**config.mk**
```make
export PLATFORM = sky130hd
export DESIGN_NAME = mkss_smul
export DESIGN_NICKNAME = d
export VERILOG_FILES = /design/src/design/mkss_pkg.sv /design/src/design/mkss_smul.sv
export SDC_FILE = /design/constraint.sdc
export NUM_CORES = 1
export LEC_CHECK = 0
export BUFFER_PORTS_ARGS = -buffer_cell sky130_fd_sc_hd__buf_4
export CORE_UTILIZATION = 53
export CTS_BUF_LIST = sky130_fd_sc_hd__clkbuf_8
export DETAILED_ROUTE_END_ITERATION = 8
export PLACE_DENSITY = 0.73
export SKIP_CTS_REPAIR_TIMING = 1
export SLEW_MARGIN = 20
export SYNTH_ARGS = -nofsm -noshare
export SYNTH_HDL_FRONTEND = slang
export SYNTH_SLANG_ARGS = --single-unit
```
**constraint.sdc**
```tcl
create_clock -name clock -period 4.3 [get_ports clock]
set_input_delay 0.645 -clock clock [delete_from_list [all_inputs] [get_ports clock]]
set_output_delay 0.645 -clock clock [all_outputs]
set_load 0.1 [all_outputs]
```
**src/design/mkss_pkg.sv**
```systemverilog
// ----------------------------------------------------------------------------
// mkss_pkg
// types and constants shared by the k-means seed sampler
// ----------------------------------------------------------------------------
package mkss_pkg;

   localparam int MAX_POINTS  = 4096;
   localparam int MAX_DIMS    = 64;
   localparam int MAX_CENTERS = 256;
   localparam int COORD_BITS  = 16;

   localparam int PT_BITS    = $clog2(MAX_POINTS);
   localparam int DIM_BITS   = $clog2(MAX_DIMS);
   localparam int CEN_BITS   = $clog2(MAX_CENTERS);
   localparam int DIST_BITS  = 38;
   localparam int W_BITS     = 32;
   localparam int MA_BITS    = DIST_BITS + W_BITS;
   localparam int MP_BITS    = MA_BITS + W_BITS;
   localparam int MCNT_BITS  = $clog2(W_BITS);

   localparam logic [DIST_BITS-1:0] DIST_MAX = '1;

   typedef enum logic [1:0] {
      REQ_WRITE_COORD = 2'd0,
      REQ_APPEND      = 2'd1,
      REQ_CLEAR       = 2'd2,
      REQ_CANDIDATE   = 2'd3
   } req_kind_type;

   typedef enum logic [0:0] {
      CSR_DIMS  = 1'b0,
      CSR_CHAIN = 1'b1
   } csr_index_type;

   typedef enum logic [3:0] {
      S_IDLE, S_CEN, S_DIM, S_DRAIN,
      S_M1, S_M1W, S_M2, S_M2W, S_M3, S_M3W, S_DEC
   } state_type;

endpackage

```
**src/design/mkss_smul.sv**
```systemverilog
// ----------------------------------------------------------------------------
// mkss_smul
// shift-add multiplier, one multiplier bit per cycle
// ----------------------------------------------------------------------------
module mkss_smul
   import mkss_pkg::*;
(
   input  logic               clock,
   input  logic               reset,
   input  logic               start,
   input  logic [MA_BITS-1:0] mcand,
   input  logic [W_BITS-1:0]  mplier,
   output logic               done,
   output logic [MP_BITS-1:0] product
);

   logic                 busy_ff, busy_in;
   logic                 done_ff, done_in;
   logic [MCNT_BITS-1:0] cnt_ff, cnt_in;
   logic [MP_BITS-1:0]   acc_ff, acc_in;
   logic [MP_BITS-1:0]   mc_ff, mc_in;
   logic [W_BITS-1:0]    mp_ff, mp_in;

   always_comb begin
      busy_in = busy_ff;
      done_in = 1'b0;
      cnt_in  = cnt_ff;
      acc_in  = acc_ff;
      mc_in   = mc_ff;
      mp_in   = mp_ff;
      if (start) begin
         busy_in = 1'b1;
         cnt_in  = '0;
         acc_in  = '0;
         mc_in   = {{(MP_BITS-MA_BITS){1'b0}}, mcand};
         mp_in   = mplier;
      end else if (busy_ff) begin
         if (mp_ff[0]) begin
            acc_in = acc_ff + mc_ff;
         end
         mc_in  = {mc_ff[MP_BITS-2:0], 1'b0};
         mp_in  = {1'b0, mp_ff[W_BITS-1:1]};
         cnt_in = cnt_ff + 1'b1;
         if (cnt_ff == MCNT_BITS'(W_BITS-1)) begin
            busy_in = 1'b0;
            done_in = 1'b1;
         end
      end
   end

   always_ff @(posedge clock) begin
      if (reset) begin
         busy_ff <= 1'b0;
         done_ff <= 1'b0;
      end else begin
         busy_ff <= busy_in;
         done_ff <= done_in;
      end
      cnt_ff <= cnt_in;
      acc_ff <= acc_in;
      mc_ff  <= mc_in;
      mp_ff  <= mp_in;
   end

   assign done    = done_ff;
   assign product = acc_ff;

`ifndef ASSERT_OFF
   a_no_restart: assert property (@(posedge clock) disable iff (reset)
      start |-> !busy_ff) else $error("multiplier restarted while busy");
   a_done_ends: assert property (@(posedge clock) disable iff (reset)
      done_ff |-> !busy_ff) else $error("done while busy");
   a_done_after: assert property (@(posedge clock) disable iff (reset)
      done_ff |-> $past(busy_ff)) else $error("done without work");
`endif

endmodule

```
Word-level counts from Yosys, hierarchy flattened:

Index checks and enable logic that the tools add are counted.

* add/subtract/negate cells: 2
* equal/unequal tests: 1
* mux-type cells: 8
* bitwise operators: 1
* reductions and logical operators: 3

Operator list (number)
* 70-bit 2-to-1 mux: 2
* 102-bit adder: 1
* 32-bit 2-to-1 mux: 2
* 5-bit by 1-bit adder with 5-bit output, second input constant: 1
* 5-bit == test, second input constant: 1
* 1-bit 2-to-1 mux: 4
* 3-bit OR reduction: 1
* 2-bit AND reduction: 1
* 2-bit nonzero test: 1
* 1-bit NOT: 1

* register bits after elaboration: 243
* input bits: 105
* output and inout port bits: 103
* logic and storage cells: 22

Depth between registers and ports, before layout:

Gate-level depths: netlist (run 1).

* depth after elaboration: 4
* gate-level depth with buffers: 14
* depth with buffers taken out: 14

Worst setup path before layout (run 1):

OpenSTA, ideal clock, no wires.

* path type: register to register
* start: reg acc_ff[0], in the netlist product[0]
* end: reg acc_ff[96], in the netlist product[96]
* setup time: 0.119 ns
* arrival: 3.938 ns
* data required time: 4.181 ns
* setup slack: 0.243 ns
* stages on the path, launching flop included: 15
* path buffers: 0
* period minus slack after synthesis: 4.057 ns
* path through: dfxtp_1 > ha_1 > inv_1 > fa_1 > nand2b_1 > a21oi_1 > o21ai_0 > o21ai_0 > a21o_2 > o21ai_2 > a31o_1 > a2111o_1 > a2111oi_4 > o21ai_1 > a32o_1

* longest elaborated chain between the ends: 1

Ends and longest elaborated chain
* start: declaration: RTL line mkss_smul.sv:20 `logic [MP_BITS-1:0] acc_ff, acc_in;`
* start signal: assignment: RTL line mkss_smul.sv:60 `acc_ff <= acc_in;`
* 102-bit adder: RTL line mkss_smul.sv:39 `acc_in = acc_ff + mc_ff;`

No other way between the ends.
A chain may end at the register's enable or synchronous reset.

Worst setup path in the final report (run 1):

Same ends and word-level chain as after synthesis.

==> results.sh, run 1 <==
export IMPL_whs_ns=0.249
export IMPL_antenna_left=0
export IMPL_leakage_nw=7.37
export IMPL_hold_class="primary input to flip-flop"
export IMPL_clk_latency_ns=0.57
export IMPL_overflow=0
export IMPL_grt_pass1_wl_mm=68.9
export IMPL_yosys_warnings=0
export IMPL_min_period_ns=3.88
export IMPL_slew_viol_final=0
export IMPL_cts_sinks=243
export IMPL_hold_viol=0
export IMPL_grt_pass1_vias=13400
export IMPL_portBuffers=207
export IMPL_area_growth_pct=16.4
export IMPL_grtUsageMet2_pct=43.5
export IMPL_core_area_um2=28700
export IMPL_synth_cell_types=80
export IMPL_grt_met1_usage_pct=39.0
export IMPL_via_per_inst=5.84
export IMPL_n_fill_cell=2529
export IMPL_synth_edf_count=102
export IMPL_place_gp_congestion=0.947
export IMPL_initial_core_util_pct=54.0
export IMPL_via_count=13700
export IMPL_clock_tree_buffer_depth=3
export IMPL_max_slew_margin_pct=48.8
export IMPL_period_share_pct=90.3
export IMPL_critPathKind="flip-flop to flip-flop"
export IMPL_slowest_delay_ns=0.55
export IMPL_cp_max_fo=6
export IMPL_antenna_found_initial=1
export IMPL_ys_ff_latch=243
export IMPL_max_cap_viol_count=0
export IMPL_tns_ns=0
export IMPL_grt_max_degree=65
export IMPL_setup_viol=0
export IMPL_synthesis_nets=1953
export IMPL_clk_transition_reported_paths_ns=0.07
export IMPL_die_h_um=173
export IMPL_path_cells="ha_1 -> inv_1 -> fa_1 -> nand2b_1 -> a21oi_1 -> o21ai_0 -> o21ai_0 -> a21o_2 -> o21ai_2 -> a31o_1 -> a2111o_1 -> a2111oi_4 -> o21ai_1 -> a32o_1"
export IMPL_dp_hpwl_mm=32.0
export IMPL_use_met3_pct=5.91
export IMPL_cpMaxStageDelayCell="a2111o_1"
export IMPL_layout_drive_gt1_share_pct=21.0
export IMPL_syn_cell_area_um2=15500
export IMPL_num_rows=62
export IMPL_io_pins=208
export IMPL_finalClockSkew_ns=0.0289
export IMPL_nNetsFinal=2127
export IMPL_post_synth_top_area_cell="edfxtp_1"
export IMPL_arrival_ns=4.34
export IMPL_grt_busiest_layer="met2"
export IMPL_fin_util_pct=62.8
export IMPL_synth_top_area_share_pct=19.8
export IMPL_drc_errors=0
export IMPL_fmax_ghz=0.258
export IMPL_htree_num_levels=2
export IMPL_grt_util_all_layers_pct=28.1
export IMPL_synth_area_leaders="edfxtp_1 (20%), dfxtp_1 (18%), ha_1 (8.3%)"
export IMPL_synth_main_ff_cell="dfxtp_1"
export IMPL_cp_start_kind="flip-flop"
export IMPL_die_w_um=173
export IMPL_final_common_cell="nand2_1"
export IMPL_async_reset_ff_share_pct=0
export IMPL_drtPass1Iterations=7
export IMPL_routed_wl_mm=42.6
export IMPL_wire_per_inst_um=18.2
export IMPL_die_area_um2=29900
export IMPL_peakVddDrop_mv=0.256
export IMPL_avgSynthCellArea_um2=8.88
export IMPL_crit_top_cell="o21ai_0"
export IMPL_final_cell_mix="nand2_1 (273), a21oi_1 (219), buf_4 (217), dfxtp_1 (140), nor2_1 (124)"
export IMPL_worst_pin_slew_ns=0.764
export IMPL_required_ns=4.76
export IMPL_p_per_area_nw_per_um2=362
export IMPL_dp_slack_ns=0.436
export IMPL_cts_root_buf="clkbuf_8"
export IMPL_timing_final_ws_setup_ns=0.418
export IMPL_status="finished, final reports clean"
export IMPL_ys_seq_area_share_pct=38.0
export IMPL_drt_iter0_drc=1038
export IMPL_rsz0062_at_grt="false"
export IMPL_cts_made_buffers=42
export IMPL_crit_path_end_kind="flip-flop"
export IMPL_synthCells=1744
export IMPL_cts_tree="yes"
==> registers in the layout, indices dropped and copies added (netlist names) <==
name	count
done	1
product	102
mp_ff	32
cnt_ff	5
busy_ff	1
mc_ff	102
==> where the power goes <==
part / total, mW / internal (mW) / switching, mW
Clock: 2.05 / 1.06 / 0.983
Sequential: 2.71 / 2.59 / 0.115
Combinational: 1.77 / 0.589 / 1.18
Total: 6.53 / 4.25 / 2.28
==> final timing paths <==
path	startpoint	endpoint	slack (ns)	cells after the start
worst min register to register	product[87]	product[87]	0.47	2
worst max register to register	product[0]	product[96]	0.42	14
worst min-delay path	reset	busy_ff	0.25	2
worst max-delay path	product[0]	product[96]	0.42	14
==> area by class of cell <==
cell class | count | area (um2) | share of cell area (%)
clock inverters | 28 | 133 | 0.736
flip-flops and latches | 243 | 5890 | 32.7
inverters | 36 | 135 | 0.750
multi-input cells | 1376 | 9040 | 50.2
well taps | 384 | 480 | 2.67
repair buffers | 219 | 1660 | 9.21
diodes | 1 | 2.50 | 0.0139
clock buffers | 50 | 688 | 3.82
==> worst max-delay path: cells and delay by family, from the launching register on <==
kind / cells / cell delay, ns
adders and majority gates: 2 / 0.60
DFF: 1 / 0.36
buffers and inverters: 1 / 0.07
AOI/OAI and AO/OA: 10 / 2.58
and+or+nand+nor: 1 / 0.19
==> kinds of logic (layout without fill, tap and decap cells) <==
group | after synthesis | count (layout) | share of synthesized area (%)
AOI/OAI and AO/OA | 498 | 498 | 19.5
xor gates and xnor gates | 87 | 87 | 4.92
adders and majority gates | 104 | 104 | 8.45
buffers and inverters | 125 | 333 | 3.64
DFF | 243 | 243 | 38.0
muxes | 139 | 139 | 9.79
other | 0 | 1 | 0
and+or+nand+nor | 548 | 548 | 15.7
==> cells in the mapped netlist, types with 11 or more instances <==
library cell  number
xnor2_1           53
nand2_1          274
o21bai_1          28
mux2_2           100
inv_1             36
or3_1             12
clkbuf_1          57
dfxtp_1          141
o211ai_1          12
a211oi_1          12
nand3_1           18
edfxtp_1         102
mux2i_1           39
nand4_1           46
xor2_1            34
nor2_1           124
a21o_1            29
o21ai_0          113
ha_1             103
nor3_1            20
o21a_1            16
buf_2             11
a21oi_1          219
==> through the flow <==
stage                     power, mW  area (um2)  std cells
final                          6.53       18000       2337
after global routing           6.84       18000       2336
after CTS                      6.57       18000       2336
after detailed placement       4.51       17200       2258
after global placement         4.48       17200       2258
after floorplan                4.06       15500       1744
==> routing by layer <==
metal  routed length, um  part of all wire, %
met1               19500                   46
met2               18700                   44
met3                3200                  7.5
met4                1230                  2.9
met5                   0                    0
Power figures use the tool's default switching activity.
==> run 2, diff against run 1 <==
--- a/config.mk
+++ b/config.mk
@@ -5,11 +5,12 @@
 export SDC_FILE = /design/constraint.sdc
 export NUM_CORES = 1
 export LEC_CHECK = 0
+export ABC_AREA = 1
 export BUFFER_PORTS_ARGS = -buffer_cell sky130_fd_sc_hd__buf_4
 export CORE_UTILIZATION = 53
 export CTS_BUF_LIST = sky130_fd_sc_hd__clkbuf_8
 export DETAILED_ROUTE_END_ITERATION = 8
-export PLACE_DENSITY = 0.73
+export PLACE_DENSITY = 0.72
 export SKIP_CTS_REPAIR_TIMING = 1
 export SLEW_MARGIN = 20
 export SYNTH_ARGS = -nofsm -noshare
==> run 2 against run 1 <==
  * Clock power rose by 9%
  * Die area rose by 28%
  * Final cell count rose by 74%
  * Clock-buffer cell count fell by 5
  * Via count rose by 58%
  * Largest power group unchanged
==> results.sh, run 2 <==
export IMPL_status="finished, final reports clean"
export IMPL_cp_start_kind="flip-flop"
export IMPL_leakage_nw=13.1
export IMPL_n_fill_cell=3479
export IMPL_p_per_area_nw_per_um2=325
export IMPL_area_growth_pct=14.3
export IMPL_cp_max_fo=5
export IMPL_clk_transition_reported_paths_ns=0.06
export IMPL_r2r_start="mc_ff[2]"
export IMPL_post_synth_top_area_cell="nand2_1"
export IMPL_startpoint="mc_ff[2]"
export IMPL_setup_worst_path_end="product[77]"
export IMPL_drc_errors=0
export IMPL_synth_main_ff_cell="dfxtp_1"
export IMPL_cts_made_buffers=43
export IMPL_nNetsFinal=3770
export IMPL_rr_endpoint="product[77]"
export IMPL_grt_max_degree=120
export IMPL_syn_cell_area_um2=19900
export IMPL_tns_ns=0
export IMPL_fmax_ghz=0.325
export IMPL_place_gp_congestion=1.04
export IMPL_drtPass1Iterations=6
export IMPL_io_pins=208
export IMPL_crit_path_end_kind="flip-flop"
export IMPL_min_period_ns=3.08
export IMPL_rsz0062_at_grt="false"
export IMPL_die_area_um2=38200
export IMPL_htree_num_levels=2
export IMPL_drt_iter0_drc=2027
export IMPL_diodes=0
export IMPL_clock_tree_buffer_depth=3
export IMPL_hold_class="primary input to flip-flop"
export IMPL_rrSetupSlack_ns=1.22
export IMPL_cts_root_buf="clkbuf_8"
export IMPL_final_common_cell="nand2_1"
export IMPL_worst_pin_slew_ns=1.07
export IMPL_worstRegToRegCells=12
export IMPL_antenna_found_initial=0
export IMPL_antenna_left=0
export IMPL_via_per_inst=5.30
export IMPL_cts_sinks=243
export IMPL_synth_top_area_share_pct=24.9
export IMPL_hold_viol=0
export IMPL_synthesis_nets=3574
export IMPL_routed_wl_mm=74.5
export IMPL_synth_edf_count=102
export IMPL_initial_core_util_pct=54.1
export IMPL_async_reset_ff_share_pct=0
export IMPL_via_count=21600
export IMPL_dp_hpwl_mm=60.2
export IMPL_avgSynthCellArea_um2=5.90
export IMPL_cts_tree="yes"
export IMPL_synth_cell_types=39
export IMPL_max_slew_margin_pct=28.7
export IMPL_yosysMostFrequentCell="nand2_1"
export IMPL_grt_pass1_wl_mm=113
export IMPL_die_h_um=196
export IMPL_design_area_um2=22700
export IMPL_ys_seq_area_share_pct=29.6
export IMPL_grt_pass1_vias=20300
export IMPL_synth_area_leaders="nand2_1 (25%), edfxtp_1 (15%), dfxtp_1 (14%)"
export IMPL_portBuffers=207
export IMPL_synthCells=3365
export IMPL_slew_viol_final=0
export IMPL_fin_util_pct=61.8
export IMPL_core_area_um2=36700
export IMPL_setup_viol=0
export IMPL_layout_drive_gt1_share_pct=10.4
export IMPL_ys_ff_latch=243
export IMPL_period_share_pct=71.6
export IMPL_synth_commonest_cells="nand2_1 (1315), inv_1 (666), nor2_1 (379)"
export IMPL_wire_per_inst_um=18.3
export IMPL_overflow=0
export IMPL_arrival_ns=3.56
export IMPL_max_cap_viol_count=0
export IMPL_clk_latency_ns=0.65
export IMPL_yosys_warnings=0
export IMPL_required_ns=4.78
export IMPL_num_rows=70
export IMPL_die_w_um=196
export IMPL_critPathKind="flip-flop to flip-flop"
export IMPL_place_area_um2=21800
export IMPL_finalClockSkew_ns=0.0635
export IMPL_final_cell_mix="nand2_1 (1314), inv_1 (677), nor2_1 (379), buf_4 (212), dfxtp_1 (141)"
export IMPL_grt_util_all_layers_pct=39.1
export IMPL_peakVddDrop_mv=0.330
## run 2: area by class of cell
type	count	area [um2]	area share, %
timing repair buffer	215	1640	7.24
clock inverter	34	236	1.04
sequential	243	5890	25.9
multi-input combinational	2371	11100	49.1
clock buffer	45	619	2.73
inverter	687	2580	11.4
tap	468	586	2.58
## run 2: kinds of logic (layout without fill, tap and decap cells)
group	count (synthesis)	count (layout)	synth area share [%]
flops	243	243	29.6
compound gates	255	255	7.04
fa+ha+maj	104	104	6.59
buf+inv	751	981	14.3
xor+xnor	53	53	2.34
simple gates	1959	1959	40.1
## run 2: stage by stage
| step | power [mW] | hold WS [ns] | setup slack [ns] | cells |
|---|---|---|---|---|
| 6_report | 7.37 | 0.188 | 1.22 | 4063 |
| 5_1_grt | 7.67 | 0.180 | 1.03 | 4063 |
| 4_1_cts | 7.34 | 0.157 | 1.42 | 4063 |
| 3_5_place_dp | 5.12 | 0.459 | 1.13 | 3984 |
| 3_3_place_gp | 5.07 | 0.435 | 1.25 | 3984 |
| 2_1_floorplan | 4.42 | 0.425 | 1.45 | 3365 |
## run 2: routing by layer
| layer | up-vias | global-route usage [%] | part of all wire [%] |
|---|---|---|---|
| li1 | 10600 | - | - |
| met1 | 9809 | 53.7 | 44 |
| met2 | 1035 | 60.5 | 43 |
| met3 | 134 | 7.05 | 9.4 |
| met4 | 0 | 15.3 | 3.6 |
| met5 | - | 0 | 0 |
## run 2: how the worst min path moves through the flow
stage / start / end / slack, ns / depth (start not counted)
6_report: reset / done / 0.19 / 2
5_1_grt: reset / done / 0.18 / 2
4_1_cts: reset / done / 0.16 / 2
3_5_place_dp: cnt_ff[4] / cnt_ff[4] / 0.46 / 2
3_3_place_gp: cnt_ff[4] / cnt_ff[4] / 0.44 / 2
2_1_floorplan: cnt_ff[4] / cnt_ff[4] / 0.43 / 2
## run 2: power by group
part | switching [mW] | total, mW | internal [mW] | leakage [nW]
logic | 1.75 | 2.38 | 0.624 | 10.4
clock network | 1.08 | 2.24 | 1.16 | 0.488
registers | 0.146 | 2.76 | 2.61 | 2.20
## run 2: critical path: stages (launching register included)
cell      delay, ns
edfxtp_1       0.39
ha_1           0.39
nand3_1        0.14
nor2_1         0.26
nor2_1         0.15
o21ai_1        0.66
nand3_1        0.18
nand3_2        0.18
nand2_1        0.14
nand3_1        0.10
nand2_1        0.05
nor2_1         0.22
nor2_1         0.07
==> run 3, diff against run 2 <==
==> constraint.sdc (replaced) <==
create_clock -name clock -period 2.89 [get_ports clock]
set_input_delay 0.4335 -clock clock [delete_from_list [all_inputs] [get_ports clock]]
set_output_delay 0.4335 -clock clock [all_outputs]
set_load 0.1 [all_outputs]
==> run 3 against run 2 <==
  * Die area unchanged
  * Global-route usage increased by 2.0 points
  * Sequential power increased by 48%
  * Critical path depth increased by 3
  * Largest cell class unchanged
==> results.sh, run 3 (same netlist as run 2, synthesis figures left out) <==
export IMPL_via_per_inst=5.42
export IMPL_clkPwrFrac_pct=31.3
export IMPL_wire_per_inst_um=19.1
export IMPL_rr_endpoint="product[85]"
export IMPL_die_h_um=196
export IMPL_hold_class="primary input to flip-flop"
export IMPL_area_growth_pct=18.0
export IMPL_die_area_um2=38200
export IMPL_critPathKind="flip-flop to flip-flop"
export IMPL_routed_wl_mm=79.1
export IMPL_fmax_ghz=0.356
export IMPL_slowest_delay_ns=0.42
export IMPL_drt_iter0_drc=2362
export IMPL_max_slew_margin_pct=46.6
export IMPL_clk_latency_ns=0.65
export IMPL_peakVddDrop_mv=0.489
export IMPL_combPwrFrac_pct=32.7
export IMPL_whs_ns=0.0532
export IMPL_antenna_left=0
export IMPL_period_share_pct=97.3
export IMPL_r2r_start="mc_ff[44]"
export IMPL_cts_made_buffers=44
export IMPL_design_area_um2=23400
export IMPL_htree_num_levels=2
export IMPL_p_sw_mw=4.54
export IMPL_final_common_cell="nand2_1"
export IMPL_place_gp_congestion=1.13
export IMPL_power_internal_mw=6.83
export IMPL_cts_root_buf="clkbuf_8"
export IMPL_grt_pass1_vias=21200
export IMPL_portBuffers=207
export IMPL_clk_transition_reported_paths_ns=0.07
export IMPL_rrSetupSlack_ns=0.08
export IMPL_cpMaxStageDelayCell="edfxtp_1"
export IMPL_leakage_nw=13.5
export IMPL_crit_top_cell="nand2_1"
export IMPL_layout_drive_gt1_share_pct=12.9
export IMPL_rsz0062_at_grt="false"
export IMPL_place_area_um2=22400
export IMPL_cp_max_fo=4
export IMPL_power_mw=11.4
export IMPL_worst_pin_slew_ns=0.801
export IMPL_hp_start="mcand[0]"
export IMPL_antenna_found_initial=1
export IMPL_nNetsFinal=3845
export IMPL_final_cell_mix="nand2_1 (1314), inv_1 (676), nor2_1 (370), buf_4 (283), dfxtp_1 (140)"
export IMPL_overflow=0
export IMPL_hold_path_depth=3
export IMPL_crit_path_end_kind="flip-flop"
export IMPL_drtPass1Iterations=6
export IMPL_max_cap_viol_count=0
export IMPL_io_pins=208
export IMPL_p_per_area_nw_per_um2=485
export IMPL_seqPwrFrac_pct=36.0
export IMPL_grt_util_all_layers_pct=41.1
export IMPL_die_w_um=196
export IMPL_dp_hpwl_mm=63.6
export IMPL_worstRegToRegCells=15
export IMPL_crit_family="simple AND/OR/NAND/NOR gates"
export IMPL_grt_pass1_wl_mm=118
export IMPL_crit_cells=15
export IMPL_drc_errors=0
export IMPL_arrival_ns=3.33
export IMPL_via_count=22400
export IMPL_path_cells="ha_1 -> nand2_1 -> nor2_1 -> nand2_1 -> inv_1 -> nand2_1 -> buf_4 -> inv_1 -> nand2_1 -> nand2_1 -> nand2_1 -> nand4_1 -> nand3_1 -> nand2_1 -> inv_1"
export IMPL_grt_max_degree=73
export IMPL_p_sw_share_pct=39.9
export IMPL_cp_buffers_inverters=4
export IMPL_final_cells=4139
export IMPL_setup_viol=0
export IMPL_slew_viol_final=0
export IMPL_clock_tree_buffer_depth=3
export IMPL_cts_tree="yes"
export IMPL_core_area_um2=36700
export IMPL_diodes=0
export IMPL_hold_end="mc_ff[0]"
export IMPL_cts_sinks=243
export IMPL_min_period_ns=2.81
export IMPL_required_ns=3.41
export IMPL_num_rows=70
export IMPL_status="finished, final reports clean"
export IMPL_cp_start_kind="flip-flop"
export IMPL_initial_core_util_pct=54.1
export IMPL_hold_viol=0
export IMPL_place_inst=4057
export IMPL_finalClockSkew_ns=0.0444
run 3: cell count changes in the layout (fill, tap and decap cells not counted), sizes merged:
cell         change
clkinvlp         +1
clkbuf           +7
buf             +73
clkinv           -6
dlygate4sd3      +1
run 3: worst reg2reg max path, stage by stage, from the launching register on:
cell	delay [ns]
edfxtp_1	0.42
ha_1	0.39
nand2_1	0.15
nor2_1	0.20
nand2_1	0.20
inv_1	0.12
nand2_1	0.08
buf_4	0.15
inv_1	0.16
nand2_1	0.08
nand2_1	0.10
nand2_1	0.09
nand4_1	0.09
nand3_1	0.27
nand2_1	0.15
inv_1	0.05
run 3: stage by stage:
step	setup WS, ns	TNS [ns]	util (%)
after detailed placement	-0.0269	-0.0269	61.1
after floorplan	0.0682	0	-
after global routing	0.000547	0	63.9
after CTS	-0.0356	-0.0669	63.6
after global placement	-0.0416	-0.0478	61.1
final	0.0784	0	63.9
run 3: worst max path at each step:
stage                     slack (ns)        start          end
after floorplan                 0.07   product[0]  product[80]
after global placement         -0.04  product[87]  product[96]
after detailed placement       -0.03  product[87]  product[96]
after CTS                      -0.04  product[87]  product[96]
after global routing          0.0005   product[0]  product[92]
final                           0.08    mc_ff[44]  product[85]
run 3: power by group through the flow:
stage	logic (mW)	registers (mW)	clock network, mW
after floorplan	1.70	4.87	0
after global placement	3.54	4.14	0
after detailed placement	3.59	4.15	0
after CTS	3.63	4.08	3.59
after global routing	3.97	4.11	3.70
final	3.72	4.09	3.56
run 3: layout make-up:
class | instances | area, um2
Multi-Input combinational cell | 2371 | 11200
Clock inverter | 29 | 219
Tap cell | 468 | 586
Timing Repair Buffer | 289 | 2230
Fill cell | 3314 | 13300
Clock buffer | 52 | 716
Inverter | 687 | 2580
Sequential cell | 243 | 5890
run 3: routing by layer:
metal / part of all wire, % / routed length, um / vias to the layer above / global-route usage, %
met5: 0.016 / 13 / - / 0
met4: 4.5 / 3570 / 2 / 18.6
met3: 11 / 8980 / 198 / 9.02
met2: 43 / 33600 / 1247 / 63.9
met1: 42 / 32900 / 10300 / 54.4
li1: - / - / 10700 / -
